**config.mk**
```make
export PLATFORM = sky130hd
export DESIGN_NAME = fully_associative_cache_replacement_top
export DESIGN_NICKNAME = d
export VERILOG_FILES = /design/src/rtl/core/far_pkg.sv /design/src/rtl/core/far_cell.sv /design/src/rtl/core/fully_associative_cache_replacement_top.sv
export SDC_FILE = /design/constraint.sdc
export NUM_CORES = 2
export LEC_CHECK = 0
export BUFFER_PORTS_ARGS = -buffer_cell sky130_fd_sc_hd__buf_4
export CAP_MARGIN = 20
export CORE_MARGIN = 5
export CORE_UTILIZATION = 31
export DETAILED_ROUTE_END_ITERATION = 10
export GPL_ROUTABILITY_DRIVEN = 0
export SETUP_SLACK_MARGIN = 0.05
export SYNTH_ARGS = -nofsm -noshare
export SYNTH_HDL_FRONTEND = slang
export SYNTH_HIERARCHICAL = 1
export SYNTH_SLANG_ARGS = --single-unit
```
**constraint.sdc**
```tcl
create_clock -name clk_i -period 15.5 [get_ports clk_i]
set_clock_uncertainty 0.15 [all_clocks]
set_input_delay 3.1 -clock clk_i [delete_from_list [all_inputs] [get_ports clk_i]]
set_output_delay 3.1 -clock clk_i [all_outputs]
set_load 0.005 [all_outputs]
```
**src/rtl/core/far_pkg.sv**
```systemverilog
`timescale 1ns / 1ps

package far_pkg;

  // Replacement policy codes, as written through the configuration port.
  typedef enum logic [1:0] {
    POL_RANDOM = 2'd0,
    POL_FIFO   = 2'd1,
    POL_LFU    = 2'd2,
    POL_LRU    = 2'd3
  } policy_e;

  // Configuration register indexes.
  localparam int unsigned CFG_IDX_W  = 1;
  localparam int unsigned CFG_DATA_W = 5;
  localparam logic [CFG_IDX_W-1:0] CFG_POLICY = 1'd0;
  localparam logic [CFG_IDX_W-1:0] CFG_LINES  = 1'd1;

  // Fixed field widths of the stream words.
  localparam int unsigned BLOCK_W = 16;
  localparam int unsigned PICK_W  = 4;
  localparam int unsigned LINE_W  = 4;
  localparam int unsigned IN_W    = 24;
  localparam int unsigned OUT_W   = 24;

  // Use counters saturate at all ones.
  localparam int unsigned CNT_W = 16;
  localparam logic [CNT_W-1:0] CNT_MAX = '1;

  // Flags of the search record that walks down the row of cells.
  typedef struct packed {
    logic tok;    // record is live in this stage
    logic hit;    // a matching line was found
    logic empty;  // an empty line in use was found
    logic vic;    // a victim candidate is held
  } srch_flags_t;

  // Update command broadcast to every cell at the end of an access.
  typedef struct packed {
    logic en;       // apply this command
    logic fill;     // write tag into the selected line, count restarts at one
    logic bump;     // raise the selected line's use count
    logic age;      // make the selected line newest
    logic age_all;  // selected line was empty: every other valid line ages
  } upd_t;

endpackage

```
**src/rtl/core/far_cell.sv**
```systemverilog
`timescale 1ns / 1ps

module far_cell #(
  parameter int unsigned LINES      = 16,
  parameter int unsigned BLOCK_BITS = 16,
  parameter int unsigned IDX        = 0
) (
  input  logic                            clk_i,
  input  logic                            rst_ni,
  input  logic [$clog2(LINES+1)-1:0]      n_i,
  input  far_pkg::policy_e                policy_i,
  input  logic [$clog2(LINES)-1:0]        rnd_idx_i,
  input  logic [BLOCK_BITS-1:0]           blk_i,
  input  far_pkg::srch_flags_t            flags_i,
  input  logic [$clog2(LINES)-1:0]        h_idx_i,
  input  logic [$clog2(LINES)-1:0]        h_rank_i,
  input  logic [$clog2(LINES)-1:0]        e_idx_i,
  input  logic [$clog2(LINES)-1:0]        v_idx_i,
  input  logic [BLOCK_BITS-1:0]           v_tag_i,
  input  logic [far_pkg::CNT_W-1:0]       v_cnt_i,
  input  logic [$clog2(LINES)-1:0]        v_rank_i,
  output far_pkg::srch_flags_t            flags_o,
  output logic [$clog2(LINES)-1:0]        h_idx_o,
  output logic [$clog2(LINES)-1:0]        h_rank_o,
  output logic [$clog2(LINES)-1:0]        e_idx_o,
  output logic [$clog2(LINES)-1:0]        v_idx_o,
  output logic [BLOCK_BITS-1:0]           v_tag_o,
  output logic [far_pkg::CNT_W-1:0]       v_cnt_o,
  output logic [$clog2(LINES)-1:0]        v_rank_o,
  input  far_pkg::upd_t                   upd_i,
  input  logic [$clog2(LINES)-1:0]        upd_sel_i,
  input  logic [$clog2(LINES)-1:0]        upd_old_i
);
  import far_pkg::*;

  localparam int unsigned LW = $clog2(LINES);
  localparam int unsigned NW = $clog2(LINES + 1);
  localparam int unsigned TW = BLOCK_BITS;

  // Line state held by this cell.
  logic [TW-1:0]    tag_q;
  logic             valid_q;
  logic [CNT_W-1:0] cnt_q;
  logic [LW-1:0]    rank_q;

  // Search record, next and registered.
  srch_flags_t      flags_d, flags_q;
  logic [LW-1:0]    h_idx_d, h_idx_q;
  logic [LW-1:0]    h_rank_d, h_rank_q;
  logic [LW-1:0]    e_idx_d, e_idx_q;
  logic [LW-1:0]    v_idx_d, v_idx_q;
  logic [TW-1:0]    v_tag_d, v_tag_q;
  logic [CNT_W-1:0] v_cnt_d, v_cnt_q;
  logic [LW-1:0]    v_rank_d, v_rank_q;

  logic act;
  logic take;
  logic is_sel;

  always_comb begin
    act      = NW'(IDX) < n_i;
    flags_d  = flags_i;
    h_idx_d  = h_idx_i;
    h_rank_d = h_rank_i;
    e_idx_d  = e_idx_i;
    v_idx_d  = v_idx_i;
    v_tag_d  = v_tag_i;
    v_cnt_d  = v_cnt_i;
    v_rank_d = v_rank_i;

    if (act && valid_q && (tag_q == blk_i) && !flags_i.hit) begin
      flags_d.hit = 1'b1;
      h_idx_d     = LW'(IDX);
      h_rank_d    = rank_q;
    end

    if (act && !valid_q && !flags_i.empty) begin
      flags_d.empty = 1'b1;
      e_idx_d       = LW'(IDX);
    end

    unique case (policy_i)
      POL_RANDOM: take = act && (rnd_idx_i == LW'(IDX));
      POL_LFU: take = act && (!flags_i.vic || (cnt_q < v_cnt_i) ||
                              ((cnt_q == v_cnt_i) && (tag_q < v_tag_i)));
      POL_FIFO, POL_LRU: take = act && (!flags_i.vic || (rank_q > v_rank_i));
      default: take = 1'b0;
    endcase

    if (take) begin
      flags_d.vic = 1'b1;
      v_idx_d     = LW'(IDX);
      v_tag_d     = tag_q;
      v_cnt_d     = cnt_q;
      v_rank_d    = rank_q;
    end
  end

  always_ff @(posedge clk_i or negedge rst_ni) begin
    if (!rst_ni) begin
      flags_q <= '0;
    end else if (flags_i.tok) begin
      flags_q <= flags_d;
    end else begin
      flags_q.tok <= 1'b0;
    end
  end

  always_ff @(posedge clk_i) begin
    if (flags_i.tok) begin
      h_idx_q  <= h_idx_d;
      h_rank_q <= h_rank_d;
      e_idx_q  <= e_idx_d;
      v_idx_q  <= v_idx_d;
      v_tag_q  <= v_tag_d;
      v_cnt_q  <= v_cnt_d;
      v_rank_q <= v_rank_d;
    end
  end

  assign flags_o  = flags_q;
  assign h_idx_o  = h_idx_q;
  assign h_rank_o = h_rank_q;
  assign e_idx_o  = e_idx_q;
  assign v_idx_o  = v_idx_q;
  assign v_tag_o  = v_tag_q;
  assign v_cnt_o  = v_cnt_q;
  assign v_rank_o = v_rank_q;

  // Line state update from the broadcast command.
  assign is_sel = upd_sel_i == LW'(IDX);

  always_ff @(posedge clk_i or negedge rst_ni) begin
    if (!rst_ni) begin
      valid_q <= 1'b0;
      cnt_q   <= '0;
      rank_q  <= '0;
    end else if (upd_i.en) begin
      if (is_sel) begin
        // A saturated count on a hit simply stays where it is.
        if (upd_i.fill) begin
          valid_q <= 1'b1;
          cnt_q   <= CNT_W'(1);
        end else if (upd_i.bump && (cnt_q != CNT_MAX)) begin
          cnt_q <= cnt_q + CNT_W'(1);
        end
        if (upd_i.age) begin
          rank_q <= '0;
        end
      end else if (upd_i.age && valid_q && (upd_i.age_all || (rank_q < upd_old_i))) begin
        rank_q <= rank_q + LW'(1);
      end
    end
  end

  always_ff @(posedge clk_i) begin
    if (upd_i.en && is_sel && upd_i.fill) begin
      tag_q <= blk_i;
    end
  end

endmodule

```
**src/rtl/core/fully_associative_cache_replacement_top.sv**
```systemverilog
`timescale 1ns / 1ps

// Tag-only fully associative cache with selectable replacement policy.
// Each word on the slave stream is one access: a block number and a random
// value used only by the random policy. Each access returns exactly one word
// on the master stream: hit flag, line used, and the evicted block if a valid
// block was replaced. The configuration channel writes the policy (index 0)
// and the number of lines in use (index 1); write it only while idle.
// The search record walks the row of line cells one cell per cycle,
// collecting hit, first empty line and victim candidate on its way; a new
// word is taken only after the previous access has been resolved.
// Reset empties every line, clears use counts and ages, selects the random
// policy and puts all built lines in use.
// When the receiver stalls, the finished result waits in front of the output
// register; the line state is updated only when the result is loaded, and no
// new word is taken until then.
module fully_associative_cache_replacement_top #(
  parameter int unsigned LINES      = 16,
  parameter int unsigned BLOCK_BITS = 16
) (
  input  logic                               clk_i,
  input  logic                               rst_ni,
  // tdata: block [15:0], random_pick [19:16], zero [23:20]
  input  logic                               s_axis_tvalid,
  output logic                               s_axis_tready,
  input  logic [far_pkg::IN_W-1:0]           s_axis_tdata,
  // tdata: hit [0], line [4:1], evicted_valid [5], evicted_block [21:6], zero [23:22]
  output logic                               m_axis_tvalid,
  input  logic                               m_axis_tready,
  output logic [far_pkg::OUT_W-1:0]          m_axis_tdata,
  input  logic                               cfg_valid_i,
  output logic                               cfg_ready_o,
  input  logic [far_pkg::CFG_IDX_W-1:0]      cfg_index_i,
  input  logic [far_pkg::CFG_DATA_W-1:0]     cfg_data_i
);
  import far_pkg::*;

  localparam int unsigned LW    = $clog2(LINES);
  localparam int unsigned NW    = $clog2(LINES + 1);
  localparam int unsigned TW    = BLOCK_BITS;
  localparam int unsigned LIU_W = (NW > CFG_DATA_W) ? NW : CFG_DATA_W;

  typedef enum logic [2:0] {
    ST_IDLE   = 3'b001,
    ST_SEARCH = 3'b010,
    ST_HOLD   = 3'b100
  } state_e;

  state_e state_q, state_d;

  // Configuration registers.
  policy_e          policy_q;
  logic [LIU_W-1:0] liu_q;
  logic [NW-1:0]    n_lines;

  // Current access.
  logic [TW-1:0]     blk_q;
  logic [PICK_W-1:0] pick_q;
  logic              tok_q;
  logic [LW-1:0]     rnd_idx;
  logic              s_acc;

  // Output register.
  logic              m_valid_q;
  logic              hit_q;
  logic [LINE_W-1:0] line_q;
  logic              evv_q;
  logic [BLOCK_W-1:0] evb_q;
  logic              out_free;

  // Record boundaries along the row; boundary i feeds cell i.
  srch_flags_t      flg_w    [LINES+1];
  logic [LW-1:0]    hidx_w   [LINES+1];
  logic [LW-1:0]    hrank_w  [LINES+1];
  logic [LW-1:0]    eidx_w   [LINES+1];
  logic [LW-1:0]    vidx_w   [LINES+1];
  logic [TW-1:0]    vtag_w   [LINES+1];
  logic [CNT_W-1:0] vcnt_w   [LINES+1];
  logic [LW-1:0]    vrank_w  [LINES+1];

  // Resolution of the finished record.
  srch_flags_t  fin;
  logic         do_finish;
  logic [LW-1:0] sel;
  logic [LW-1:0] old_rank;
  logic         ev_valid;
  upd_t         upd;

  // Remainder of a 4-bit value by the line count, restoring one quotient
  // bit per step.
  function automatic logic [LW-1:0] pick_mod(input logic [PICK_W-1:0] p,
                                             input logic [NW-1:0] d);
    logic [NW+PICK_W-1:0] rem;
    logic [NW+PICK_W-1:0] dv;
    rem = (NW + PICK_W)'(p);
    for (int k = PICK_W - 1; k >= 0; k--) begin
      dv = (NW + PICK_W)'(d) << k;
      if (rem >= dv) begin
        rem = rem - dv;
      end
    end
    return LW'(rem);
  endfunction

  // Configuration.
  assign cfg_ready_o = 1'b1;

  always_ff @(posedge clk_i or negedge rst_ni) begin
    if (!rst_ni) begin
      policy_q <= POL_RANDOM;
      liu_q    <= LIU_W'(LINES);
    end else if (cfg_valid_i) begin
      if (cfg_index_i == CFG_POLICY) begin
        policy_q <= policy_e'(cfg_data_i[1:0]);
      end else if (cfg_index_i == CFG_LINES) begin
        liu_q <= LIU_W'(cfg_data_i);
      end
    end
  end

  // A count of zero works as one line; more than built works as all lines.
  always_comb begin
    if (liu_q == '0) begin
      n_lines = NW'(1);
    end else if (liu_q > LIU_W'(LINES)) begin
      n_lines = NW'(LINES);
    end else begin
      n_lines = NW'(liu_q);
    end
  end

  assign rnd_idx = pick_mod(pick_q, n_lines);

  // Input side: one access at a time.
  assign s_axis_tready = state_q == ST_IDLE;
  assign s_acc         = s_axis_tvalid && s_axis_tready;

  always_ff @(posedge clk_i or negedge rst_ni) begin
    if (!rst_ni) begin
      tok_q <= 1'b0;
    end else begin
      tok_q <= s_acc;
    end
  end

  always_ff @(posedge clk_i) begin
    if (s_acc) begin
      blk_q  <= TW'(s_axis_tdata[BLOCK_W-1:0]);
      pick_q <= s_axis_tdata[BLOCK_W+PICK_W-1:BLOCK_W];
    end
  end

  // The record enters the row empty, carrying only the token.
  assign flg_w[0]   = '{tok: tok_q, hit: 1'b0, empty: 1'b0, vic: 1'b0};
  assign hidx_w[0]  = '0;
  assign hrank_w[0] = '0;
  assign eidx_w[0]  = '0;
  assign vidx_w[0]  = '0;
  assign vtag_w[0]  = '0;
  assign vcnt_w[0]  = '0;
  assign vrank_w[0] = '0;

  for (genvar g = 0; g < LINES; g++) begin : g_cell
    far_cell #(
      .LINES      (LINES),
      .BLOCK_BITS (BLOCK_BITS),
      .IDX        (g)
    ) u_cell (
      .clk_i     (clk_i),
      .rst_ni    (rst_ni),
      .n_i       (n_lines),
      .policy_i  (policy_q),
      .rnd_idx_i (rnd_idx),
      .blk_i     (blk_q),
      .flags_i   (flg_w[g]),
      .h_idx_i   (hidx_w[g]),
      .h_rank_i  (hrank_w[g]),
      .e_idx_i   (eidx_w[g]),
      .v_idx_i   (vidx_w[g]),
      .v_tag_i   (vtag_w[g]),
      .v_cnt_i   (vcnt_w[g]),
      .v_rank_i  (vrank_w[g]),
      .flags_o   (flg_w[g+1]),
      .h_idx_o   (hidx_w[g+1]),
      .h_rank_o  (hrank_w[g+1]),
      .e_idx_o   (eidx_w[g+1]),
      .v_idx_o   (vidx_w[g+1]),
      .v_tag_o   (vtag_w[g+1]),
      .v_cnt_o   (vcnt_w[g+1]),
      .v_rank_o  (vrank_w[g+1]),
      .upd_i     (upd),
      .upd_sel_i (sel),
      .upd_old_i (old_rank)
    );
  end

  // The last cell keeps its record until the next token passes, so a stalled
  // result can be resolved from it later.
  assign fin      = flg_w[LINES];
  assign out_free = !m_valid_q || m_axis_tready;

  always_comb begin
    do_finish = ((state_q == ST_SEARCH && fin.tok) || state_q == ST_HOLD) && out_free;

    priority if (fin.hit) begin
      sel = hidx_w[LINES];
    end else if (fin.empty) begin
      sel = eidx_w[LINES];
    end else begin
      sel = vidx_w[LINES];
    end
    old_rank = fin.hit ? hrank_w[LINES] : vrank_w[LINES];
    ev_valid = !fin.hit && !fin.empty;

    // A hit ages only under LRU; every miss makes its line newest.
    upd.en      = do_finish;
    upd.fill    = !fin.hit;
    upd.bump    = fin.hit;
    upd.age     = !fin.hit || (policy_q == POL_LRU);
    upd.age_all = !fin.hit && fin.empty;
  end

  always_comb begin
    state_d = state_q;
    unique case (state_q)
      ST_IDLE: begin
        if (s_acc) begin
          state_d = ST_SEARCH;
        end
      end
      ST_SEARCH: begin
        if (fin.tok) begin
          state_d = out_free ? ST_IDLE : ST_HOLD;
        end
      end
      ST_HOLD: begin
        if (out_free) begin
          state_d = ST_IDLE;
        end
      end
      default: state_d = ST_IDLE;
    endcase
  end

  always_ff @(posedge clk_i or negedge rst_ni) begin
    if (!rst_ni) begin
      state_q <= ST_IDLE;
    end else begin
      state_q <= state_d;
    end
  end

  // Output register.
  always_ff @(posedge clk_i or negedge rst_ni) begin
    if (!rst_ni) begin
      m_valid_q <= 1'b0;
    end else if (do_finish) begin
      m_valid_q <= 1'b1;
    end else if (m_axis_tready) begin
      m_valid_q <= 1'b0;
    end
  end

  always_ff @(posedge clk_i) begin
    if (do_finish) begin
      hit_q  <= fin.hit;
      line_q <= LINE_W'(sel);
      evv_q  <= ev_valid;
      evb_q  <= ev_valid ? BLOCK_W'(vtag_w[LINES]) : '0;
    end
  end

  assign m_axis_tvalid = m_valid_q;
  assign m_axis_tdata  = {(OUT_W - BLOCK_W - LINE_W - 2)'(0), evb_q, evv_q, line_q, hit_q};

  // The record reaches the end of the row only while a search is running.
  a_tok_in_search: assert property (@(posedge clk_i) disable iff (!rst_ni)
    fin.tok |-> state_q == ST_SEARCH)
    else $error("search record left the row outside a search");

  // Only one access is in flight.
  a_one_access: assert property (@(posedge clk_i) disable iff (!rst_ni)
    s_acc |=> !s_axis_tready)
    else $error("second word taken while an access is in flight");

  // Every line update is paired with a result word.
  a_update_result: assert property (@(posedge clk_i) disable iff (!rst_ni)
    upd.en |=> m_axis_tvalid)
    else $error("line state updated without a result word");

endmodule

```
# Word level (Yosys, flattened, before mapping)
# Cells that the tools add are included.
[classes]
n_bitwise = 2
addsub = 36
magnitude_cmp = 82
n_mux = 219
n_reduce_logical = 426
n_eq_ne = 118
[op_table]
columns = ["cell", "count"]
rows = [
  ["16-bit 2-to-1 mux", 61],
  ["16-bit equality test", 31],
  ["16-bit < comparator", 30],
  ["4-bit 2-to-1 mux", 67],
  ["16-bit by 1-bit adder with 16-bit output, second input constant", 16],
  ["16-bit inequality test, second input constant", 16],
  ["1-bit logical AND", 224],
  ["3-bit AND reduction", 49],
  ["1-bit 2-to-1 mux", 65],
  ["4-bit by 1-bit adder with 4-bit output, second input constant", 16],
  ["4-bit equality test, second input constant", 16],
  ["1-bit zero test", 64],
  ["1-bit logical OR", 64],
  ["4-bit < comparator", 16],
  ["2-bit inequality test, second input constant", 32],
  ["4-bit > comparator", 15],
  ["1-bit one-hot mux with 3 select lines", 15],
  ["4-bit by 5-bit < comparator with 1-bit output, first input constant", 8],
  ["2-bit nonzero test", 17],
  ["4-bit by 3-bit equality test with 1-bit output, second input constant", 8],
  ["9-bit 2-to-1 mux", 3],
  ["3-bit by 5-bit < comparator with 1-bit output, first input constant", 4],
  ["4-bit by 2-bit equality test with 1-bit output, second input constant", 4],
  ["3-bit 2-to-1 mux", 4],
  ["28 further kinds", 38],
]
[word_totals]
ff_bits = 1480

# Longest topological paths before layout
[depth]
depth_word = 15
depth_mapped = 39
mapped_depth_nobuf = 38

# Hierarchy
# Netlist, hierarchy kept.
[modules_own_cells]
columns = ["module", "n_inst", "seq_area_each_um2", "cells_each", "area_per_inst_um2"]
rows = [
  ["far_cell at g_cell[9].u_cell", 1, 2667.6, 408, 5190.0],
  ["far_cell at g_cell[7].u_cell", 1, 2667.6, 412, 5165.0],
  ["far_cell at g_cell[1].u_cell", 1, 2667.6, 419, 5163.7],
  ["far_cell at g_cell[8].u_cell", 1, 2667.6, 413, 5056.1],
  ["far_cell at g_cell[4].u_cell", 1, 2667.6, 416, 5054.8],
  ["far_cell at g_cell[0].u_cell", 1, 2667.6, 416, 5046.1],
  ["far_cell at g_cell[5].u_cell", 1, 2667.6, 418, 5046.1],
  ["far_cell at g_cell[2].u_cell", 1, 2667.6, 412, 5042.3],
  ["far_cell at g_cell[12].u_cell", 1, 2667.6, 414, 5039.8],
  ["far_cell at g_cell[14].u_cell", 1, 2667.6, 411, 5034.8],
  ["far_cell at g_cell[10].u_cell", 1, 2667.6, 406, 5029.8],
  ["far_cell at g_cell[11].u_cell", 1, 2667.6, 414, 5028.6],
  ["far_cell at g_cell[6].u_cell", 1, 2667.6, 405, 5026.1],
  ["far_cell at g_cell[3].u_cell", 1, 2667.6, 412, 5018.6],
  ["+3 rows", "n/a", "n/a", "n/a", "n/a"],
]

# Worst setup path before layout
# Ideal clock, no wire load.
[synth_path]
path_kind = "in2reg"
start = "input port m_axis_tready"
end = "register g_cell[2].u_cell.tag_q[0], enable pin"
stages = 5
n_path_buf = 1
path_slack_ns = 6.733
arrival_ns = 8.231
cell_sequence = "nand2b_1 nor2b_1 nand3_1 clkinv_1 buf_1"
[synth_between]
elab_chain_cells = 4
[synth_lines]
columns = ["item", "line_no", "text"]
rows = [
  ["from (decl)", "fully_associative_cache_replacement_top.sv:29", "input logic m_axis_tready,"],
  ["1-bit logical OR", "fully_associative_cache_replacement_top.sv:200", "assign out_free = !m_valid_q || m_axis_tready;"],
  ["1-bit logical AND", "fully_associative_cache_replacement_top.sv:203", "do_finish = ((state_q == ST_SEARCH && fin.tok) || state_q == ST_HOLD) && out_free;"],
  ["named net do_finish", "fully_associative_cache_replacement_top.sv:83", "logic do_finish;"],
  ["1-bit logical AND (2 in series)", "far_cell.sv:157", "if (upd_i.en && is_sel && upd_i.fill) begin"],
  ["to (signal assigned)", "far_cell.sv:158", "tag_q <= blk_i;"],
  ["to (decl)", "far_cell.sv:41", "logic [TW-1:0] tag_q;"],
]
# The timed path passes the listed nets, and every way through them passes these cells.
# A chain may end at the register's enable or synchronous reset.

# Final worst setup path
[layout_path]
start = "register liu_q[4]"
end = "register g_cell[1].u_cell.v_cnt_q[6] (data pin)"
[layout_between]
elab_chain_cells = 15
word_cells_on_any_way = 23
cone_classes = "add/sub (4); order compare (6); eq/ne (1); mux (8); reduce/logical (4)"
[layout_lines]
columns = ["item", "line_no", "text"]
rows = [
  ["from (decl)", "fully_associative_cache_replacement_top.sv:53", "logic [LIU_W-1:0] liu_q;"],
  ["from (signal assigned)", "fully_associative_cache_replacement_top.sv:111", "liu_q <= LIU_W'(LINES);"],
  ["from (signal assigned)", "fully_associative_cache_replacement_top.sv:116", "liu_q <= LIU_W'(cfg_data_i);"],
  ["5-bit > comparator", "fully_associative_cache_replacement_top.sv:125", "end else if (liu_q > LIU_W'(LINES)) begin"],
  ["5-bit 2-to-1 mux", "fully_associative_cache_replacement_top.sv:125", ""],
  ["5-bit 2-to-1 mux (*)", "fully_associative_cache_replacement_top.sv:123", "if (liu_q == '0) begin"],
  ["4-bit by 8-bit subtractor with 9-bit output / 4-bit by 8-bit >= comparator with 1-bit output (equally long branches)", "fully_associative_cache_replacement_top.sv:99, fully_associative_cache_replacement_top.sv:98", ""],
  ["9-bit 2-to-1 mux", "fully_associative_cache_replacement_top.sv:98", "if (rem >= dv) begin"],
  ["9-bit by 7-bit subtractor with 9-bit output / 9-bit by 7-bit >= comparator with 1-bit output (equally long branches)", "fully_associative_cache_replacement_top.sv:99, fully_associative_cache_replacement_top.sv:98", ""],
  ["9-bit 2-to-1 mux", "fully_associative_cache_replacement_top.sv:98", ""],
  ["9-bit by 6-bit subtractor with 9-bit output / 9-bit by 6-bit >= comparator with 1-bit output (equally long branches)", "fully_associative_cache_replacement_top.sv:99, fully_associative_cache_replacement_top.sv:98", ""],
  ["9-bit 2-to-1 mux", "fully_associative_cache_replacement_top.sv:98", ""],
  ["9-bit by 5-bit >= comparator with 1-bit output / 4-bit subtractor (equally long branches)", "fully_associative_cache_replacement_top.sv:98, fully_associative_cache_replacement_top.sv:99", ""],
  ["4-bit 2-to-1 mux (*)", "fully_associative_cache_replacement_top.sv:98", ""],
  ["named net rnd_idx[3]", "fully_associative_cache_replacement_top.sv:60", "logic [LW-1:0] rnd_idx;"],
  ["4-bit by 1-bit equality test with 1-bit output (*)", "far_cell.sv:83", "POL_RANDOM: take = act && (rnd_idx_i == LW'(IDX));"],
  ["1-bit logical AND (*)", "far_cell.sv:83", ""],
  ["1-bit one-hot mux with 3 select lines (*)", "far_cell.sv:82", "unique case (policy_i)"],
  ["16-bit 2-to-1 mux (*)", "far_cell.sv:90", "if (take) begin"],
  ["named net g_cell[1].u_cell.v_cnt_d[6]", "far_cell.sv:53", "logic [CNT_W-1:0] v_cnt_d, v_cnt_q;"],
  ["to (signal assigned)", "far_cell.sv:116", "v_cnt_q <= v_cnt_d;"],
  ["to (decl)", "far_cell.sv:53", ""],
]
# The timed path passes the listed nets; every way through them passes the cells marked *.

==> reports/results.ini <==
[status]
status = finished clean

[clocking]
postCtsSetupBuffers = 0
cts_resized = 0
root_buffer = clkbuf_16
numCtsBuffers = 165
clk_path_buf_depth = 3
holdBufCountCts = 0
cts.clk_slew.worst_paths_ns = 0.06
cts_tree = done
cts.sinks = 1525
clock_latency_ns = 0.82
h-tree-depth = 4

[global_route]
grt_max_degree = 147
grt-ovfl-total = 0
grt_pass1_vias = 54306
grt_util_all_layers_pct = 13.9
grt_pass1_wl_mm = 310
antenna_found_initial = 4

[power_and_ir_drop]
p_clk_share_pct = 28.8
p_switching_w = 0.00431
ir_drop_mv = 0.162
netSwitchingFraction_pct = 32.1
seq_power_share_pct = 44.0
finalPower_w = 0.0134
p_comb_share_pct = 27.2
leakage_nw = 38.4
cell_internal_pwr_w = 0.00913
pwr_density_cell_nw_per_um2 = 143

[critical_path]
path_class = reg -> reg
crit_top_cell = ha_1
slowest_stage = dfstp_2
cp_max_fo = 25
startpoint_type = flip-flop
endpoint_kind = flip-flop
critPathMaxStageDelay_ns = 1.08
worstPathRequired_ns = 15.92
critPathArrivalTime_ns = 10.97

[place]
port_buffers = 54
dpl.cell_count = 10471
dp_slack_ns = 4.96
dp_hpwl_mm = 146

[sta]
drv_slew = 0
worstMarginPinSlew_ns = 1.08
setup_violations = 0
min_period_ns = 10.56
finalHoldViolations = 0
postLayoutSetupSlackWorst_ns = 4.94
setup_tns_ns = 0
rsz0062_at_grt = no
min_period_over_period_pct = 68.1
slew_headroom_pct = 27.2
max_freq_ghz = 0.0947

[drt]
wl_per_cell_um = 18.3
routed_wl_mm = 197
drcViolationCount = 0
ant_nets = 0
wl_met3_mm = 8.04
met2_length_mm = 95.6
highest_layer = met4
m1WireLength_mm = 84.0
drt_iter0_drc = 3591
first_pass_iters = 5
num_vias = 52269
viasPerCell = 4.85

[die]
core.rowCount = 190
ios = 62
die_area_sq_um = 279000
die_h_um = 529
core_area_sq_um = 268000
die_w_um = 529
initial_core_util_pct = 31.1

[finish]
synthToLayoutAreaGrowth_pct = 12.5
stdcell_count = 10786
drive_above_1_share_pct = 16.3
nets = 7788

[logic_synthesis]
synth_area_per_cell_sq_um = 12.2
syn-instance-count = 6817
syn_area_sq_um = 83300
ys_warn_count = 6

[job]
drv_cap = 0

[hold_path]
hp-class = reg -> reg

## state kept, by name, summed over array words and instances, names as in the netlist, 64 cells and up
name,cells
g_cell.u_cell/h_idx_o,64
g_cell.u_cell/cnt_q,256
g_cell.u_cell/rank_q,64
g_cell.u_cell/tag_q,256
g_cell.u_cell/e_idx_o,64
g_cell.u_cell/v_tag_o,256
g_cell.u_cell/v_cnt_o,240
g_cell.u_cell/h_rank_o,64
g_cell.u_cell/v_rank_o,64
g_cell.u_cell/v_idx_o,64
## metrics by stage
stage / util (%) / cell area [sq um] / hold WS [ns]
2_1_floorplan: - / 83700 / 0.308
5_1_grt: 35.0 / 93700 / 0.355
6_report: 35.0 / 93700 / 0.335
3_3_place_gp: 32.9 / 88200 / 0.320
3_5_place_dp: 32.9 / 88200 / 0.332
4_1_cts: 34.9 / 93600 / 0.337
## placed cells by master (no fill, tap or decap), types with 41 or more instances in the layout
master and instances:
nor2b_1 139, nand3_1 168, a21oi_1 308, mux2_2 486, or2_2 96, o21ai_0 135, nand2_1 194, conb_1 94
nor4_1 57, o211ai_1 70, mux2_1 51, inv_1 698, mux2_4 97, nand2b_1 83, dfrtp_1 390, buf_4 144
clkbuf_16 166, nor2_1 467, xor2_1 305, nor3_1 70, and3_1 97, a21o_1 47, xnor2_1 193, clkbuf_1 49
a211oi_1 62, edfxtp_1 1114, nand4_1 220, and2_1 41, ha_1 657
## area by class of cell
cell class                      instances  area [sq um]
Timing Repair Buffer                  150          1230
Antenna cell                            1          2.50
Tap cell                             3552          4440
Sequential cell                      1525         43800
Fill cell                           25969        174000
Clock buffer                          235          4610
Multi-Input combinational cell       4547         36300
Clock inverter                         72           746
Inverter                              704          2640
## path summary, 6_finish.rpt
kind	from	end	slack, ns	cells past startpoint
worst max register to register	liu_q[4]	g_cell[1].u_cell/v_cnt_o[6]	4.94	34
worst min-delay path	g_cell[12].u_cell/flags_o[3]	g_cell[13].u_cell/flags_o[3]	0.33	0
max in group asynchronous	rst_ni	g_cell[0].u_cell/flags_o[3]	10.70	3
worst max-delay path	liu_q[4]	g_cell[1].u_cell/v_cnt_o[6]	4.94	34
min in group asynchronous	rst_ni	g_cell[14].u_cell/cnt_q[10]	2.19	1
worst min register to register	g_cell[12].u_cell/flags_o[3]	g_cell[13].u_cell/flags_o[3]	0.33	0
## metal layers
layer | global-route usage [%] | up-vias
met3 | 2.02 | 390
met2 | 24.1 | 1107
met4 | 6.32 | 0
li1 | - | 25292
met5 | 0 | -
met1 | 17.2 | 25480
## worst max-delay path: cells and delay by family, from the launching register on
kind / cells / cell delay [ns]
adders and majority gates: 4 / 1.25
muxes: 4 / 1.56
AOI/OAI and AO/OA: 13 / 2.92
DFF: 1 / 1.08
and+or+nand+nor: 10 / 2.42
buffers and inverters: 3 / 0.90
## power groups by stage
stage	clock network (W)	registers, W	logic (W)
2_1_floorplan	0	0.00605	0.00240
3_3_place_gp	0	0.00598	0.00351
3_5_place_dp	0	0.00599	0.00363
4_1_cts	0.00399	0.00592	0.00366
5_1_grt	0.00417	0.00598	0.00402
6_report	0.00387	0.00591	0.00366
Power figures use the tool's default switching activity.
